## src/rtl/tcpwm_pkg.sv

```systemverilog
`timescale 1ns / 1ps
// ----------------------------------------------------------------------------
// tcpwm_pkg
// Types, codes and constants shared by the two-channel PWM generator.
// ----------------------------------------------------------------------------
package tcpwm_pkg;

  localparam int NUM_CHANNELS = 2;
  localparam int TICK_W       = 15;

  typedef logic [TICK_W-1:0] tick_t;

  // command codes carried in the mode field
  localparam logic [2:0] MODE_TICK    = 3'd0;
  localparam logic [2:0] MODE_DUTY    = 3'd1;
  localparam logic [2:0] MODE_TICKS   = 3'd2;
  localparam logic [2:0] MODE_OFF     = 3'd3;
  localparam logic [2:0] MODE_ALL_OFF = 3'd4;

  localparam int    PCT_FULL     = 100;
  localparam tick_t FORCED_ON    = tick_t'(2);
  localparam tick_t PERIOD_RESET = tick_t'(327);

  // period split as hund * 100 + rem, so duty * period / 100 stays narrow
  localparam logic [8:0] HUND_RESET = 9'(327 / PCT_FULL);
  localparam logic [6:0] REM_RESET  = 7'(327 % PCT_FULL);

  // exact reciprocals of 100: x < 2^15 uses >> 22, x < 2^14 uses >> 21
  localparam logic [15:0] RECIP_CFG = 16'd41944;
  localparam logic [14:0] RECIP_REM = 15'd20972;

  typedef struct packed {
    logic [2:0]  mode;
    logic        channel;
    logic [2:0]  pin;
    logic [6:0]  duty_percent;
    logic [15:0] pulse_ticks;
  } in_item_t;

  typedef struct packed {
    logic [7:0]  port_out;
    tick_t       on_time;
    logic        accepted;
    logic        period_start;
  } out_item_t;

  typedef struct packed {
    tick_t      period;
    logic [8:0] hund;
    logic [6:0] rem;
  } cfg_t;

  typedef struct packed {
    in_item_t    item;
    logic [15:0] prod_hund;   // duty * (period / 100)
    logic [13:0] prod_rem;    // duty * (period % 100)
  } stage_t;

endpackage

```

## src/rtl/two_channel_pwm_generator_top.sv

```systemverilog
`timescale 1ns / 1ps
// ----------------------------------------------------------------------------
// two_channel_pwm_generator_top
// Two PWM channels on a shared up-counter, driven by tick and command items.
// ----------------------------------------------------------------------------
//   port group   dir   handshake             payload
//   in_          in    in_valid / in_stall   in_data   (tcpwm_pkg::in_item_t)
//   out_         out   out_valid / out_stall out_data  (tcpwm_pkg::out_item_t)
//   cfg_         in    cfg_we                cfg_wdata (period, 15 bits)
//
// One item per cycle while out_stall is low; each item gives one result after
// its transfer, through the input register, then the result register.
// All channel state is updated in one pass per item, set by the shared counter.
// rst_n is synchronous: state cleared, period back to 327.
// A stalled result holds; the input register keeps taking items until it too
// is full, then in_stall rises.
// ----------------------------------------------------------------------------
module two_channel_pwm_generator_top (
  input  logic                 clk,
  input  logic                 rst_n,
  input  logic                 in_valid,
  output logic                 in_stall,
  input  tcpwm_pkg::in_item_t  in_data,
  output logic                 out_valid,
  input  logic                 out_stall,
  output tcpwm_pkg::out_item_t out_data,
  input  logic                 cfg_we,
  input  tcpwm_pkg::tick_t     cfg_wdata
);
  import tcpwm_pkg::*;

  cfg_t   cfg;
  logic   hold;
  logic   s1_valid;
  stage_t s1_data;

  tcpwm_cfg u_cfg (
    .clk       (clk),
    .rst_n     (rst_n),
    .cfg_we    (cfg_we),
    .cfg_wdata (cfg_wdata),
    .cfg       (cfg)
  );

  tcpwm_in_stage u_in_stage (
    .clk      (clk),
    .rst_n    (rst_n),
    .in_valid (in_valid),
    .in_stall (in_stall),
    .in_data  (in_data),
    .cfg      (cfg),
    .hold     (hold),
    .s1_valid (s1_valid),
    .s1_data  (s1_data)
  );

  tcpwm_core u_core (
    .clk       (clk),
    .rst_n     (rst_n),
    .cfg       (cfg),
    .s1_valid  (s1_valid),
    .s1_data   (s1_data),
    .hold      (hold),
    .out_valid (out_valid),
    .out_stall (out_stall),
    .out_data  (out_data)
  );

endmodule

```

## src/rtl/tcpwm_cfg.sv

```systemverilog
`timescale 1ns / 1ps
// ----------------------------------------------------------------------------
// tcpwm_cfg
// Period register, kept together with its quotient and remainder by 100.
// ----------------------------------------------------------------------------
module tcpwm_cfg (
  input  logic             clk,
  input  logic             rst_n,
  input  logic             cfg_we,
  input  tcpwm_pkg::tick_t cfg_wdata,
  output tcpwm_pkg::cfg_t  cfg
);
  import tcpwm_pkg::*;

  cfg_t        cfg_r;
  cfg_t        cfg_nxt;
  logic [30:0] recip_prod;
  logic [8:0]  hund;
  tick_t       hund_x100;

  always_comb begin
    recip_prod = 31'(cfg_wdata) * 31'(RECIP_CFG);
    hund       = recip_prod[30:22];
    hund_x100  = tick_t'(hund) * tick_t'(PCT_FULL);
    cfg_nxt.period = cfg_wdata;
    cfg_nxt.hund   = hund;
    cfg_nxt.rem    = 7'(cfg_wdata - hund_x100);
  end

  always_ff @(posedge clk) begin
    if (!rst_n) begin
      cfg_r.period <= PERIOD_RESET;
      cfg_r.hund   <= HUND_RESET;
      cfg_r.rem    <= REM_RESET;
    end else if (cfg_we) begin
      cfg_r <= cfg_nxt;
    end
  end

  assign cfg = cfg_r;

endmodule

```

## src/rtl/tcpwm_in_stage.sv

```systemverilog
`timescale 1ns / 1ps
// ----------------------------------------------------------------------------
// tcpwm_in_stage
// Input register; also forms the two duty products for the percent command.
// ----------------------------------------------------------------------------
module tcpwm_in_stage (
  input  logic                clk,
  input  logic                rst_n,
  input  logic                in_valid,
  output logic                in_stall,
  input  tcpwm_pkg::in_item_t in_data,
  input  tcpwm_pkg::cfg_t     cfg,
  input  logic                hold,
  output logic                s1_valid,
  output tcpwm_pkg::stage_t   s1_data
);
  import tcpwm_pkg::*;

  logic   s1_valid_r;
  stage_t s1_data_r;
  stage_t s1_data_nxt;

  assign in_stall = s1_valid_r && hold;

  always_comb begin
    s1_data_nxt.item      = in_data;
    s1_data_nxt.prod_hund = 16'(in_data.duty_percent) * 16'(cfg.hund);
    s1_data_nxt.prod_rem  = 14'(in_data.duty_percent) * 14'(cfg.rem);
  end

  always_ff @(posedge clk) begin
    if (!rst_n) begin
      s1_valid_r <= 1'b0;
    end else if (!in_stall) begin
      s1_valid_r <= in_valid;
    end
  end

  always_ff @(posedge clk) begin
    if (in_valid && !in_stall) begin
      s1_data_r <= s1_data_nxt;
    end
  end

  assign s1_valid = s1_valid_r;
  assign s1_data  = s1_data_r;

endmodule

```

## src/rtl/tcpwm_core.sv

```systemverilog
`timescale 1ns / 1ps
// ----------------------------------------------------------------------------
// tcpwm_core
// Shared counter, channel state and port bits; result register.
// ----------------------------------------------------------------------------
module tcpwm_core (
  input  logic                 clk,
  input  logic                 rst_n,
  input  tcpwm_pkg::cfg_t      cfg,
  input  logic                 s1_valid,
  input  tcpwm_pkg::stage_t    s1_data,
  output logic                 hold,
  output logic                 out_valid,
  input  logic                 out_stall,
  output tcpwm_pkg::out_item_t out_data
);
  import tcpwm_pkg::*;

  tick_t      cnt_r;
  tick_t      cnt_nxt;
  tick_t      on_r    [NUM_CHANNELS];
  tick_t      on_nxt  [NUM_CHANNELS];
  logic [2:0] pin_r   [NUM_CHANNELS];
  logic [2:0] pin_nxt [NUM_CHANNELS];
  logic       en_r    [NUM_CHANNELS];
  logic       en_nxt  [NUM_CHANNELS];
  logic [7:0] port_r;
  logic [7:0] port_nxt;
  logic       out_valid_r;
  out_item_t  out_data_r;
  out_item_t  out_data_nxt;

  logic        adv;
  in_item_t    it;
  logic        ch_ok;
  logic        wrap;
  logic        accepted;
  logic        pulsing [NUM_CHANNELS];
  logic [28:0] rem_prod;
  logic [7:0]  rem_q;
  tick_t       on_pct;
  tick_t       on_duty;

  assign hold = out_valid_r && out_stall;
  assign adv  = s1_valid && !hold;
  assign it   = s1_data.item;

  // duty * period / 100 = duty * hund + (duty * rem) / 100
  always_comb begin
    rem_prod = 29'(s1_data.prod_rem) * 29'(RECIP_REM);
    rem_q    = rem_prod[28:21];
    on_pct   = tick_t'(16'(s1_data.prod_hund) + 16'(rem_q));
    on_duty  = (on_pct == '0 && it.duty_percent != '0) ? FORCED_ON : on_pct;
  end

  always_comb begin
    for (int c = 0; c < NUM_CHANNELS; c++) begin
      pulsing[c] = (on_r[c] != '0) && (on_r[c] != cfg.period);
    end
  end

  always_comb begin
    cnt_nxt  = cnt_r;
    on_nxt   = on_r;
    pin_nxt  = pin_r;
    en_nxt   = en_r;
    port_nxt = port_r;
    accepted = 1'b0;
    wrap     = 1'b0;
    ch_ok    = 32'(it.channel) < NUM_CHANNELS;

    unique case (it.mode)
      MODE_TICK: begin
        accepted = 1'b1;
        if (cnt_r >= cfg.period) begin
          wrap    = 1'b1;
          cnt_nxt = '0;
          for (int c = 0; c < NUM_CHANNELS; c++) begin
            if (pulsing[c]) port_nxt[pin_r[c]] = 1'b1;
          end
        end else begin
          cnt_nxt = cnt_r + tick_t'(1);
        end
        // clears come after the sets of the same tick
        for (int c = 0; c < NUM_CHANNELS; c++) begin
          if (en_r[c] && cnt_nxt == on_r[c] && pulsing[c]) port_nxt[pin_r[c]] = 1'b0;
        end
      end
      MODE_DUTY: begin
        if (ch_ok && 32'(it.duty_percent) <= PCT_FULL) begin
          accepted             = 1'b1;
          pin_nxt[it.channel]  = it.pin;
          if (32'(it.duty_percent) == PCT_FULL) begin
            en_nxt[it.channel] = 1'b0;
            on_nxt[it.channel] = cfg.period;
            port_nxt[it.pin]   = 1'b1;
          end else if (it.duty_percent == '0) begin
            en_nxt[it.channel] = 1'b0;
            on_nxt[it.channel] = '0;
            port_nxt[it.pin]   = 1'b0;
          end else begin
            en_nxt[it.channel] = 1'b1;
            on_nxt[it.channel] = on_duty;
          end
        end
      end
      MODE_TICKS: begin
        if (ch_ok && it.pulse_ticks != '0 && it.pulse_ticks <= 16'(cfg.period)) begin
          accepted            = 1'b1;
          en_nxt[it.channel]  = 1'b1;
          pin_nxt[it.channel] = it.pin;
          on_nxt[it.channel]  = tick_t'(it.pulse_ticks);
        end
      end
      MODE_OFF: begin
        if (ch_ok) begin
          accepted                     = 1'b1;
          en_nxt[it.channel]           = 1'b0;
          port_nxt[pin_r[it.channel]]  = 1'b0;
          on_nxt[it.channel]           = '0;
        end
      end
      MODE_ALL_OFF: begin
        accepted = 1'b1;
        for (int c = 0; c < NUM_CHANNELS; c++) begin
          if (on_r[c] != '0) begin
            port_nxt[pin_r[c]] = 1'b0;
            on_nxt[c]          = '0;
          end
          en_nxt[c] = 1'b0;
        end
      end
      default: ;
    endcase

    out_data_nxt.port_out     = port_nxt;
    out_data_nxt.on_time      = ch_ok ? on_nxt[it.channel] : '0;
    out_data_nxt.accepted     = accepted;
    out_data_nxt.period_start = wrap;
  end

  always_ff @(posedge clk) begin
    if (!rst_n) begin
      cnt_r  <= '0;
      port_r <= '0;
      for (int c = 0; c < NUM_CHANNELS; c++) begin
        on_r[c]  <= '0;
        pin_r[c] <= '0;
        en_r[c]  <= 1'b0;
      end
    end else if (adv) begin
      cnt_r  <= cnt_nxt;
      port_r <= port_nxt;
      on_r   <= on_nxt;
      pin_r  <= pin_nxt;
      en_r   <= en_nxt;
    end
  end

  always_ff @(posedge clk) begin
    if (!rst_n) begin
      out_valid_r <= 1'b0;
    end else if (adv) begin
      out_valid_r <= 1'b1;
    end else if (!out_stall) begin
      out_valid_r <= 1'b0;
    end
  end

  always_ff @(posedge clk) begin
    if (adv) begin
      out_data_r <= out_data_nxt;
    end
  end

  assign out_valid = out_valid_r;
  assign out_data  = out_data_r;

  // a wrapping tick leaves the counter at zero
  a_wrap_zero: assert property (@(posedge clk) disable iff (!rst_n)
    adv && it.mode == MODE_TICK && wrap |=> cnt_r == '0)
    else $error("counter not zero after wrap");

  // period start only ever comes from a tick, which is always accepted
  a_start_acc: assert property (@(posedge clk) disable iff (!rst_n)
    out_valid_r && out_data_r.period_start |-> out_data_r.accepted)
    else $error("period start on a rejected item");

  // a rejected command leaves the port bits alone
  a_reject_port: assert property (@(posedge clk) disable iff (!rst_n)
    adv && !accepted |=> port_r == $past(port_r))
    else $error("rejected command changed port bits");

  // the result register is only refilled when its transfer has completed
  a_out_hold: assert property (@(posedge clk) disable iff (!rst_n)
    out_valid_r && out_stall |=> out_valid_r && $stable(out_data_r))
    else $error("pending result overwritten");

  // an enabled compare always has a nonzero on-time
  for (genvar g = 0; g < NUM_CHANNELS; g++) begin : g_en_chk
    a_en_on: assert property (@(posedge clk) disable iff (!rst_n)
      en_r[g] |-> on_r[g] != '0)
      else $error("compare enabled with zero on-time");
  end

endmodule

```

## config.mk

```make
export PLATFORM = sky130hd
export DESIGN_NAME = two_channel_pwm_generator_top
export DESIGN_NICKNAME = d
export VERILOG_FILES = /design/src/rtl/tcpwm_pkg.sv /design/src/rtl/two_channel_pwm_generator_top.sv /design/src/rtl/tcpwm_cfg.sv /design/src/rtl/tcpwm_in_stage.sv /design/src/rtl/tcpwm_core.sv
export SDC_FILE = /design/constraint.sdc
export NUM_CORES = 1
export LEC_CHECK = 0
export BUFFER_PORTS_ARGS = -buffer_cell sky130_fd_sc_hd__buf_2
export CAP_MARGIN = 5
export CORE_MARGIN = 4
export CORE_UTILIZATION = 50
export DETAILED_ROUTE_END_ITERATION = 8
export GPL_ROUTABILITY_DRIVEN = 0
export MAX_ROUTING_LAYER = met4
export PLACE_DENSITY_LB_ADDON = 0.08
export SYNTH_ARGS = -nofsm -noshare
export SYNTH_HDL_FRONTEND = slang
export SYNTH_HIERARCHICAL = 1
export SYNTH_SLANG_ARGS = --single-unit
```

## constraint.sdc

```tcl
create_clock -name clk -period 6.55 [get_ports clk]
set_clock_uncertainty 0.05 [all_clocks]
set_input_delay 0.3275 -clock clk [delete_from_list [all_inputs] [get_ports clk]]
set_output_delay 0.3275 -clock clk [all_outputs]
set_load 0.02 [all_outputs]
```

==> flow_summary.ini <==
[clock_tree]
cts.sinks = 176
clock_latency_ps = 490
clockBufferDepth = 2
cts_buffers = 17
cts.reportedPaths.clkPinSlew_ps = 80
cts_tree = built
h-tree-depth = 4
cts-root-buf = clkbuf_16

[sta]
maxSlewViolCount = 8
tightest_slew_ps = 1516
final-hold-violation-count = 0
slew_headroom_pct = -1.079
tns_ps = -10750
setup_viol_count_final = 31
min_period_over_period_pct = 108.6
period_needed_ps = 7115
rsz0062_at_grt = yes
fin_ws_ps = -564.9
fmax_ghz = 0.1406

[final_layout]
final_area_sq_um = 24730
layout.cells.non_filler = 3060
ff_latch_area_sq_um = 4364
multi_input_area_sq_um = 16100
drive_gt1_share_pct = 15.99
utilization_pct = 58.70
syn_to_final_growth_pct = 15.47
fin_nets = 3057
antenna_cells = 0
n_fill_cell = 3705

[synth]
syn_area_per_cell_sq_um = 9.209
syn-cell-area_sq_um = 21420
yosysWarnings = 6
syn_nets = 2875
syn_inst = 2326

[critical_path]
crit_slowest_cell = edfxtp_1
crit_arrival_ps = 7420
startpoint_type = register
rrSetupSlack_ps = -560
end_kind = register
r2r-start = u_in_stage/s1_data[9]$_DFFE_PP_
critPathKind = register to register
reg2reg_depth = 29
r2r-end = u_core/out_data[3]$_DFFE_PP_
path_max_fanout = 5
required_ps = 6850
max_stage_delay_ps = 530

[die]
ioPinCount = 77
initial_core_util_pct = 50.84
num_rows = 75
die_w_microns = 215.0
die_h_microns = 215.0
coreArea_sq_um = 42130
die_area_sq_um = 46210

[routing]
vias = 18082
drc_errors = 0
routed_via_density = 5.909
routed_wl_microns = 60960
avgRoutedWirePerCell_microns = 19.92
initialDrtViolationCount = 1511
postRouteAntennaNets = 0
detail_route.first_pass.iterations = 6

[outcome]
status = finished with violations
failed_checks = max-slew violations, negative setup slack

[worst_hold_path]
holdPathStages = 4
worstHoldStart = out_stall
hp-class = primary input to register
holdPathEnd = u_core/out_valid$_SDFFE_PN0P_

[global_routing]
track_usage_pct = 27.33
grt_overflow_total = 0
grt_first_pass_wirelength_microns = 98530
grt_pass1_vias = 18305
grt_antenna_before_repair = 0
grt_max_degree = 100

[placement]
port_buffers = 76
hpwlAfterDp_microns = 48180
placed_area_sq_um = 23140
dp_cells = 2981

[flow_run]
cap_violations = 0
-- cell usage in the layout (no fill, tap or decap), types with 76 or more instances in the layout --
cell type / count
a21oi_1: 85
inv_1: 276
fa_1: 188
dfxtp_1: 92
ha_1: 290
and2_1: 100
nor2_1: 137
buf_4: 147
nand2_1: 164
edfxtp_1: 84
o21ai_0: 85
buf_2: 76
-- sequential cells by signal (all words and copies together), names as in the netlist, named ones only --
name                 cells
u_cfg/cfg               29
u_core/cnt_r            15
u_core/on_r             30
u_core/out_data         25
u_core/out_valid         1
u_core/pin_r             6
u_core/port_r            8
u_in_stage/s1_data      59
u_in_stage/s1_valid      1
-- critical path: cells and delay by family, from the launching register on --
kind                     cells  cell delay (ps)
AO/OA/AOI/OAI               10             2230
AND/OR/NAND/NOR              6             1100
XOR/XNOR                     1              140
adder cells (fa/ha/maj)      7             2520
buffers and inverters        5              400
flip-flops                   1              530
-- routing by layer --
metal	vias up	wire length, microns	GRT usage (%)
met5	-	0	-
met4	0	1659	8.074
met3	116	3061	3.390
met2	597	28610	43.72
met1	8891	27630	36.79
li1	8478	-	-
-- how the worst max path moves through the flow --
stage	end	cells past startpoint	start
after floorplan	u_core/out_data[3]$_DFFE_PP_	29	u_in_stage/s1_data[10]$_DFFE_PP_
after global placement	u_core/out_data[3]$_DFFE_PP_	28	u_in_stage/s1_data[10]$_DFFE_PP_
after detailed placement	u_core/out_data[3]$_DFFE_PP_	26	u_in_stage/s1_data[11]$_DFFE_PP_
after CTS	u_core/out_data[3]$_DFFE_PP_	26	u_in_stage/s1_data[9]$_DFFE_PP_
after global routing	u_core/out_data[3]$_DFFE_PP_	26	u_in_stage/s1_data[11]$_DFFE_PP_
final	u_core/out_data[3]$_DFFE_PP_	29	u_in_stage/s1_data[9]$_DFFE_PP_
-- final cells by class --
class                   count  area share [%]
multi-input cells        1763           65.11
repair buffers            261           7.644
clock inverters            15          0.7639
well taps                 539           2.727
flip-flops and latches    176           17.65
inverters                 289           4.386
clock buffers              17           1.720
-- metrics by stage --
stage          worst slack (ps)  hold WS, ps
2_1_floorplan            -523.4        376.4
3_3_place_gp             -689.4        429.4
3_5_place_dp             -795.4        431.8
4_1_cts                  -492.2        76.63
5_1_grt                  -854.8        118.0
6_report                 -564.9        112.3
-- what timing repair did --
item                                    in CTS  in global routing
hold buffers                                24                  0
setup buffers                               17                  6
endpoints found under the setup margin      41                 44
pin swaps                                   40                 28
resized for setup                           60                 61
hold endpoints to repair                    24                  0
Power is not shown: default switching activity piles up to over one toggle a cycle in this logic, so the estimate is an artifact.
